<file path="src/design/fcct_pkg.sv">
// fcct_pkg: types, constants and microcode word layout of the cluster chain table.
// No dependencies; used by every other file of the block but fcct_ram and assert_macros.svh.
package fcct_pkg;

    localparam int LINK_W            = 28;
    localparam int COUNT_W           = 12;
    localparam int DEF_TABLE_ENTRIES = 4096;

    typedef logic [LINK_W-1:0] t_link;

    localparam t_link             LINK_MASK    = 28'hFFF_FFFF;
    localparam t_link             END_OF_CHAIN = 28'hFFF_FFF8;
    localparam t_link             FIRST_DATA   = 28'd2;
    localparam logic [COUNT_W-1:0] COUNT_RESET = 12'd4094;

    typedef enum logic [1:0] {
        MODE_READ  = 2'd0,
        MODE_WRITE = 2'd1,
        MODE_ALLOC = 2'd2,
        MODE_FREE  = 2'd3
    } t_mode;

    typedef enum logic [1:0] {
        ST_OK    = 2'd0,
        ST_FULL  = 2'd1,
        ST_RANGE = 2'd2,
        ST_LONG  = 2'd3
    } t_status;

    // microcode step addresses
    typedef enum logic [4:0] {
        U_CLR, U_IDLE,
        U_RD0, U_RD1,
        U_WR0, U_WR1,
        U_AL0, U_AL1, U_AL2, U_AL3, U_AL4,
        U_FR0, U_FR1, U_FR2,
        U_RANGE, U_FULL, U_LONG,
        U_EMIT
    } t_upc;

    // branch conditions
    typedef enum logic [3:0] {
        C_NONE, C_CLR_MORE, C_IDX_OOR, C_PREV_BAD, C_PREV_ZERO,
        C_SCAN_DONE, C_DATA_ZERO, C_WALK_END, C_FREED_FULL, C_OUT_BUSY
    } t_cond;

    typedef enum logic [1:0] {
        CUR_HOLD, CUR_INC, CUR_FIRST, CUR_DATA
    } t_cur_op;

    typedef enum logic [2:0] {
        WR_NONE, WR_ZERO_CUR, WR_VAL_CUR, WR_EOC_RES, WR_RES_PREV
    } t_wr_op;

    typedef enum logic [1:0] {
        RES_HOLD, RES_DATA, RES_TAG, RES_ZERO
    } t_res_op;

    // datapath controls of one microcode word
    typedef struct packed {
        logic    accept;
        logic    push;
        t_cur_op cur_op;
        t_wr_op  wr_op;
        t_res_op res_op;
        logic    freed_inc;
        logic    set_status;
        t_status status;
    } t_ctl;

    // whole microcode word: controls plus two branch slots and a fall-through
    typedef struct packed {
        t_ctl  ctl;
        t_cond br1_cond;
        t_upc  br1_tgt;
        t_cond br2_cond;
        t_upc  br2_tgt;
        t_upc  next;
    } t_uword;

    // datapath conditions seen by the sequencer
    typedef struct packed {
        logic clr_more;
        logic idx_oor;
        logic prev_bad;
        logic prev_zero;
        logic scan_done;
        logic data_zero;
        logic walk_end;
        logic freed_full;
        logic out_busy;
    } t_flags;

    typedef struct packed {
        logic   accepted;
        t_mode  mode;
        t_flags flags;
    } t_dp_stat;

endpackage

</file>
<file path="src/design/fcct_seq.sv">
// fcct_seq: microcode ROM, step counter and branch logic of the cluster chain table.
// Depends on fcct_pkg; drives the controls of fcct_dp.
module fcct_seq import fcct_pkg::*; (
    input  logic     i_clk,
    input  logic     i_rst_n,
    input  t_dp_stat i_stat,
    output t_ctl     o_ctl
);
    t_upc   r_upc;
    t_upc   n_upc;
    t_uword w_word;

    // control store: one word per step
    function automatic t_uword ucode(input t_upc a);
        t_uword w;
        w.ctl.accept     = 1'b0;
        w.ctl.push       = 1'b0;
        w.ctl.cur_op     = CUR_HOLD;
        w.ctl.wr_op      = WR_NONE;
        w.ctl.res_op     = RES_HOLD;
        w.ctl.freed_inc  = 1'b0;
        w.ctl.set_status = 1'b0;
        w.ctl.status     = ST_OK;
        w.br1_cond       = C_NONE;
        w.br1_tgt        = U_IDLE;
        w.br2_cond       = C_NONE;
        w.br2_tgt        = U_IDLE;
        w.next           = U_IDLE;
        unique case (a)
            // clearing pass: zero one entry a step
            U_CLR: begin
                w.ctl.wr_op  = WR_ZERO_CUR;
                w.ctl.cur_op = CUR_INC;
                w.br1_cond   = C_CLR_MORE;
                w.br1_tgt    = U_CLR;
            end
            U_IDLE: begin
                w.ctl.accept = 1'b1;
            end
            // read entry
            U_RD0: begin
                w.br1_cond = C_IDX_OOR;
                w.br1_tgt  = U_RANGE;
                w.next     = U_RD1;
            end
            U_RD1: begin
                w.ctl.res_op = RES_DATA;
                w.next       = U_EMIT;
            end
            // write entry
            U_WR0: begin
                w.br1_cond = C_IDX_OOR;
                w.br1_tgt  = U_RANGE;
                w.next     = U_WR1;
            end
            U_WR1: begin
                w.ctl.wr_op = WR_VAL_CUR;
                w.next      = U_EMIT;
            end
            // allocate: check previous cluster, then scan from the first data cluster
            U_AL0: begin
                w.ctl.cur_op = CUR_FIRST;
                w.br1_cond   = C_PREV_BAD;
                w.br1_tgt    = U_RANGE;
                w.next       = U_AL1;
            end
            U_AL1: begin
                w.ctl.cur_op = CUR_INC;
                w.br1_cond   = C_SCAN_DONE;
                w.br1_tgt    = U_FULL;
                w.next       = U_AL2;
            end
            U_AL2: begin
                w.ctl.cur_op = CUR_INC;
                w.ctl.res_op = RES_TAG;
                w.br1_cond   = C_DATA_ZERO;
                w.br1_tgt    = U_AL3;
                w.br2_cond   = C_SCAN_DONE;
                w.br2_tgt    = U_FULL;
                w.next       = U_AL2;
            end
            U_AL3: begin
                w.ctl.wr_op = WR_EOC_RES;
                w.br1_cond  = C_PREV_ZERO;
                w.br1_tgt   = U_EMIT;
                w.next      = U_AL4;
            end
            U_AL4: begin
                w.ctl.wr_op = WR_RES_PREV;
                w.next      = U_EMIT;
            end
            // free: walk the chain, each entry through the three steps FR0, FR1 and FR2
            U_FR0: begin
                w.br1_cond = C_WALK_END;
                w.br1_tgt  = U_EMIT;
                w.br2_cond = C_IDX_OOR;
                w.br2_tgt  = U_RANGE;
                w.next     = U_FR1;
            end
            U_FR1: begin
                w.br1_cond = C_FREED_FULL;
                w.br1_tgt  = U_LONG;
                w.next     = U_FR2;
            end
            U_FR2: begin
                w.ctl.wr_op     = WR_ZERO_CUR;
                w.ctl.cur_op    = CUR_DATA;
                w.ctl.freed_inc = 1'b1;
                w.next          = U_FR0;
            end
            // error endings
            U_RANGE: begin
                w.ctl.set_status = 1'b1;
                w.ctl.status     = ST_RANGE;
                w.next           = U_EMIT;
            end
            U_FULL: begin
                w.ctl.set_status = 1'b1;
                w.ctl.status     = ST_FULL;
                w.ctl.res_op     = RES_ZERO;
                w.next           = U_EMIT;
            end
            U_LONG: begin
                w.ctl.set_status = 1'b1;
                w.ctl.status     = ST_LONG;
                w.next           = U_EMIT;
            end
            // hand the result to the output register, wait while it is full
            U_EMIT: begin
                w.ctl.push = 1'b1;
                w.br1_cond = C_OUT_BUSY;
                w.br1_tgt  = U_EMIT;
            end
            default: begin
                w.next = U_IDLE;
            end
        endcase
        return w;
    endfunction

    function automatic logic cond_true(input t_cond c, input t_flags f);
        logic hit;
        unique case (c)
            C_NONE:       hit = 1'b0;
            C_CLR_MORE:   hit = f.clr_more;
            C_IDX_OOR:    hit = f.idx_oor;
            C_PREV_BAD:   hit = f.prev_bad;
            C_PREV_ZERO:  hit = f.prev_zero;
            C_SCAN_DONE:  hit = f.scan_done;
            C_DATA_ZERO:  hit = f.data_zero;
            C_WALK_END:   hit = f.walk_end;
            C_FREED_FULL: hit = f.freed_full;
            C_OUT_BUSY:   hit = f.out_busy;
            default:      hit = 1'b0;
        endcase
        return hit;
    endfunction

    function automatic t_upc entry_step(input t_mode m);
        t_upc s;
        unique case (m)
            MODE_READ:  s = U_RD0;
            MODE_WRITE: s = U_WR0;
            MODE_ALLOC: s = U_AL0;
            MODE_FREE:  s = U_FR0;
        endcase
        return s;
    endfunction

    always_comb begin
        w_word = ucode(r_upc);
    end

    assign o_ctl = w_word.ctl;

    // step counter
    always_ff @(posedge i_clk) begin
        if (!i_rst_n) begin
            r_upc <= U_CLR;
        end else begin
            r_upc <= n_upc;
        end
    end

    // dispatch on a transfer, else first taken branch, else fall through
    always_comb begin
        if (w_word.ctl.accept && i_stat.accepted) begin
            n_upc = entry_step(i_stat.mode);
        end else if (cond_true(w_word.br1_cond, i_stat.flags)) begin
            n_upc = w_word.br1_tgt;
        end else if (cond_true(w_word.br2_cond, i_stat.flags)) begin
            n_upc = w_word.br2_tgt;
        end else begin
            n_upc = w_word.next;
        end
    end
endmodule

</file>
<file path="config.mk">
export PLATFORM = sky130hd
export DESIGN_NAME = fcct_seq
export DESIGN_NICKNAME = d
export VERILOG_FILES = /design/src/design/fcct_pkg.sv /design/src/design/fcct_seq.sv
export SDC_FILE = /design/constraint.sdc
export NUM_CORES = 1
export LEC_CHECK = 0
export ABC_AREA = 1
export BUFFER_PORTS_ARGS = -buffer_cell sky130_fd_sc_hd__buf_2
export CAP_MARGIN = 5
export CORE_MARGIN = 10
export CORE_UTILIZATION = 48
export CTS_CLUSTER_SIZE = 16
export DETAILED_ROUTE_END_ITERATION = 7
export GPL_ROUTABILITY_DRIVEN = 1
export MAX_ROUTING_LAYER = met4
export PLACE_DENSITY = 0.78
export SLEW_MARGIN = 40
export SYNTH_ARGS = -nofsm -noshare
export SYNTH_HDL_FRONTEND = slang
export SYNTH_SLANG_ARGS = --single-unit
</file>
<file path="constraint.sdc">
create_clock -name i_clk -period 2.1 [get_ports i_clk]
set_clock_uncertainty 0.05 [all_clocks]
set_input_delay 0.105 -clock i_clk [delete_from_list [all_inputs] [get_ports i_clk]]
set_output_delay 0.105 -clock i_clk [all_outputs]
set_load 0.01 [all_outputs]
</file>
==> metrics.md <==
| Metric | Value |
|---|---|
| Synth Area per Inst | 5.21 um^2 |
| Buf/Inv on CP | 1 |
| Core footprint | 1350 um^2 |
| CP cell instances | nand2_1, nor2_1, nand2_1, nand2_1, nor2_1, nand3b_1, nand2_1, inv_1, nand2_1, nand3_1, nand2_1 |
| # setup viols final | 0 |
| Total internal power | about 530 uW |
| Initial Utilization | 52.8% |
| CTS buffer count | 3 |
| Initial antenna violation count | 0 |
| Largest net degree at the start of global routing | 10 |
| Slew @ Worst Pin | 0.384 ns |
| Fin crit share | 84.7% |
| Largest Register | r_upc |
| Crit-path max FO | 9 |
| Part of the power in registers | 16.6% |
| Worst path arrival time | 1.86 ns |
| Yosys warns | 0 |
| Synth top area cells | nand2_1 23%, dfxtp_1 14%, nand3_1 13% |
| WL final | 2170 um |
| Max Cap Viol | 0 |
| Post-synth top area share | 23.2% |
| # resized after CTS | 0 |
| CTS tree | done |
| H-tree depth | 1 |
| Cell family with most CP delay | simple AND/OR/NAND/NOR gates |
| Vias post-DR | 974 |
| WS Path Type | reg -> reg |
| Vias per inst | 5.38 |
| DIE AREA | 3430 um^2 |
| Cells after Synth | about 140 |
| Clock Tree Root | clkbuf_4 |
| Ratio of cells with drive above 1 in the final layout | about a quarter |
| Fin. max-slew vios | 0 |
| Met2 Usage GRT | a little over a fifth |
| GR Layer Usage met1 | 15.2% |
| DRT antenna net count | 0 |
| Most common cell after layout, fill and taps aside | nand2_1 |
| Clock power frac | 9.0% |
| Peak VDD IR | 0.000621 V |
| Total negative setup slack | 0 ns |
| Sequential element share of the synthesized area | between 10 and 15% |
| Initial drt markers | 37 |
| Cell taking the most area after synthesis | nand2_1 |
| Area delta synth->final | 23.5% |
| CP endpoint kind | flip-flop |
| Sw power | between 700 and 800 uW |
| Critical Path Slowest Stage Cell | dfxtp_1 |
| Post-synthesis cell type count | 18 |
| Minimum clock period after layout | 1.78 ns |
| First-pass GRT wire length | between 3000 and 4000 um |
| Post-CTS Setup Inserts | 0 |
| Die width | between 50 and 60 um |
| Most frequent cells in the layout | 44 x nand2_1, 26 x buf_2, 19 x inv_1 |
| Fmax | 563 MHz |
| Inserted Diodes | 0 |
| Routability Congestion | 0.908 |
| Io pins | 27 |
| Synth Register Bits | 5 |
| Clock-pin slew on the worst setup and hold paths | 0.04 ns |
| Leak Pwr | 0.000603 uW |
| GRT Total Usage | 13.4% |
| Clock sink count | 5 |
| Nets@finish | roughly 180 |
| Pwr dens | 1410 nW/um^2 |
| Filler cells | 136 |
| Hold Buf Count CTS | 0 |
| Clk_lat worst skew | 0.24 ns |
| Post-route cell area | a little under 900 um^2 |
| DPL Wire Length | ~1900 um |
| Max reg flops | 5 |
| PortBufs | 26 |
| Final Power | roughly 1200 uW |
| Slowest Stage Delay on Critical Path | 0.48 ns |
| Most used routing layer | met2 |
| Worst Hold Class | in -> reg |
| WP data required | 2.18 ns |
| Kind of start point of the critical path | flip-flop |
| TritonRoute pass-1 iters | 4 |
| Maximum buffer depth of the clock tree | 2 |
| Regs by FF count | r_upc: 5 flops |
| Comb power frac | 74.5% |
| Multi-input logic area | approximately 520 um^2 |
| Slew HR | approximately 74% |
| Net Sw Frac | 57.4% |
| RSZ-0062 raised after global routing | false |
| Vias in the first global route | between 900 and 1000 |
| Post-DR wirelength/cell | 12.0 um |
| Outcome | complete, no violations |
| DRC viols | 0 |
| Register cell area after layout | 100 um^2 |
| Post-Syn Nets | around 150 |
| Hold Violations, Final | 0 |
| Std cell rows | 13 |
| Gr ovfl total | 0 |
| Placed cell area | approximately 850 um^2 |
| Mapped Area | 713 um^2 |
| Met3 Usage GRT | 1.72% |
| Critical path's most frequent cell | nand2_1 |
| Die Ht | 58.5 um |
## through the flow
stage | setup WS (ns) | cells | utilization, % | hold slack, ns
2_1_floorplan | 0.629 | 137 | - | 0.153
3_3_place_gp | 0.442 | 177 | 63.3 | 0.289
3_5_place_dp | 0.372 | 177 | 63.3 | 0.296
4_1_cts | 0.360 | 181 | 65.2 | 0.0491
5_1_grt | 0.134 | 181 | 65.2 | 0.0647
6_report | 0.322 | 181 | 65.2 | 0.0522
## tightest hold or removal path, stage by stage
cell,delay (ns)
buf_2,0.11
nand2_1,0.05
inv_1,0.05
## per-layer routing
metal,vias up,routed length (um)
li1,497,-
met3,6,181
met4,0,49
met2,47,1040
met1,424,896
met5,-,0
## cells by family (layout without fill, tap and decap cells)
family	count (synthesis)	in the layout	share of synthesized area [%]
simple gates	101	101	65.3
buf+inv	23	52	12.6
flops	5	5	14.0
compound gates	6	6	4.56
fa+ha+maj	2	2	3.51
## power groups by stage
| stage | registers [uW] | clock network, uW | logic [uW] |
|---|---|---|---|
| finish | 206 | 111 | 924 |
| floorplan | 178 | 0 | 706 |
| global route | 215 | 118 | 1070 |
| detailed placement | 207 | 0 | 918 |
| CTS | 205 | 111 | 924 |
| global placement | 205 | 0 | 904 |
## cells in the mapped netlist (all sizes together)
cell type  count
nand2         44
a21oi          1
buf            1
dfxtp          5
o21ai          4
nand3         20
ha             2
inv           22
or2            2
o21a           1
nand4          8
nor2          24
nor3           2
nand3b         1
## path summary, 6_finish.rpt
check                           slack (ns)  depth (start not counted)      from       end
worst max-delay path                  0.32                         11  r_upc[1]  r_upc[0]
worst min-delay path                  0.05                          3   i_rst_n  r_upc[1]
worst max register to register        0.32                         11  r_upc[1]  r_upc[0]
worst min register to register        0.72                          4  r_upc[2]  r_upc[4]
## final cells by class
| type | count | area share, % |
|---|---|---|
| clock buffers | 4 | 2.98 |
| inverters | 22 | 9.37 |
| multi-input cells | 109 | 59.4 |
| flip-flops and latches | 5 | 11.4 |
| well taps | 15 | 2.13 |
| repair buffers | 26 | 14.8 |
Note: power is estimated with default switching activity, not from simulation.
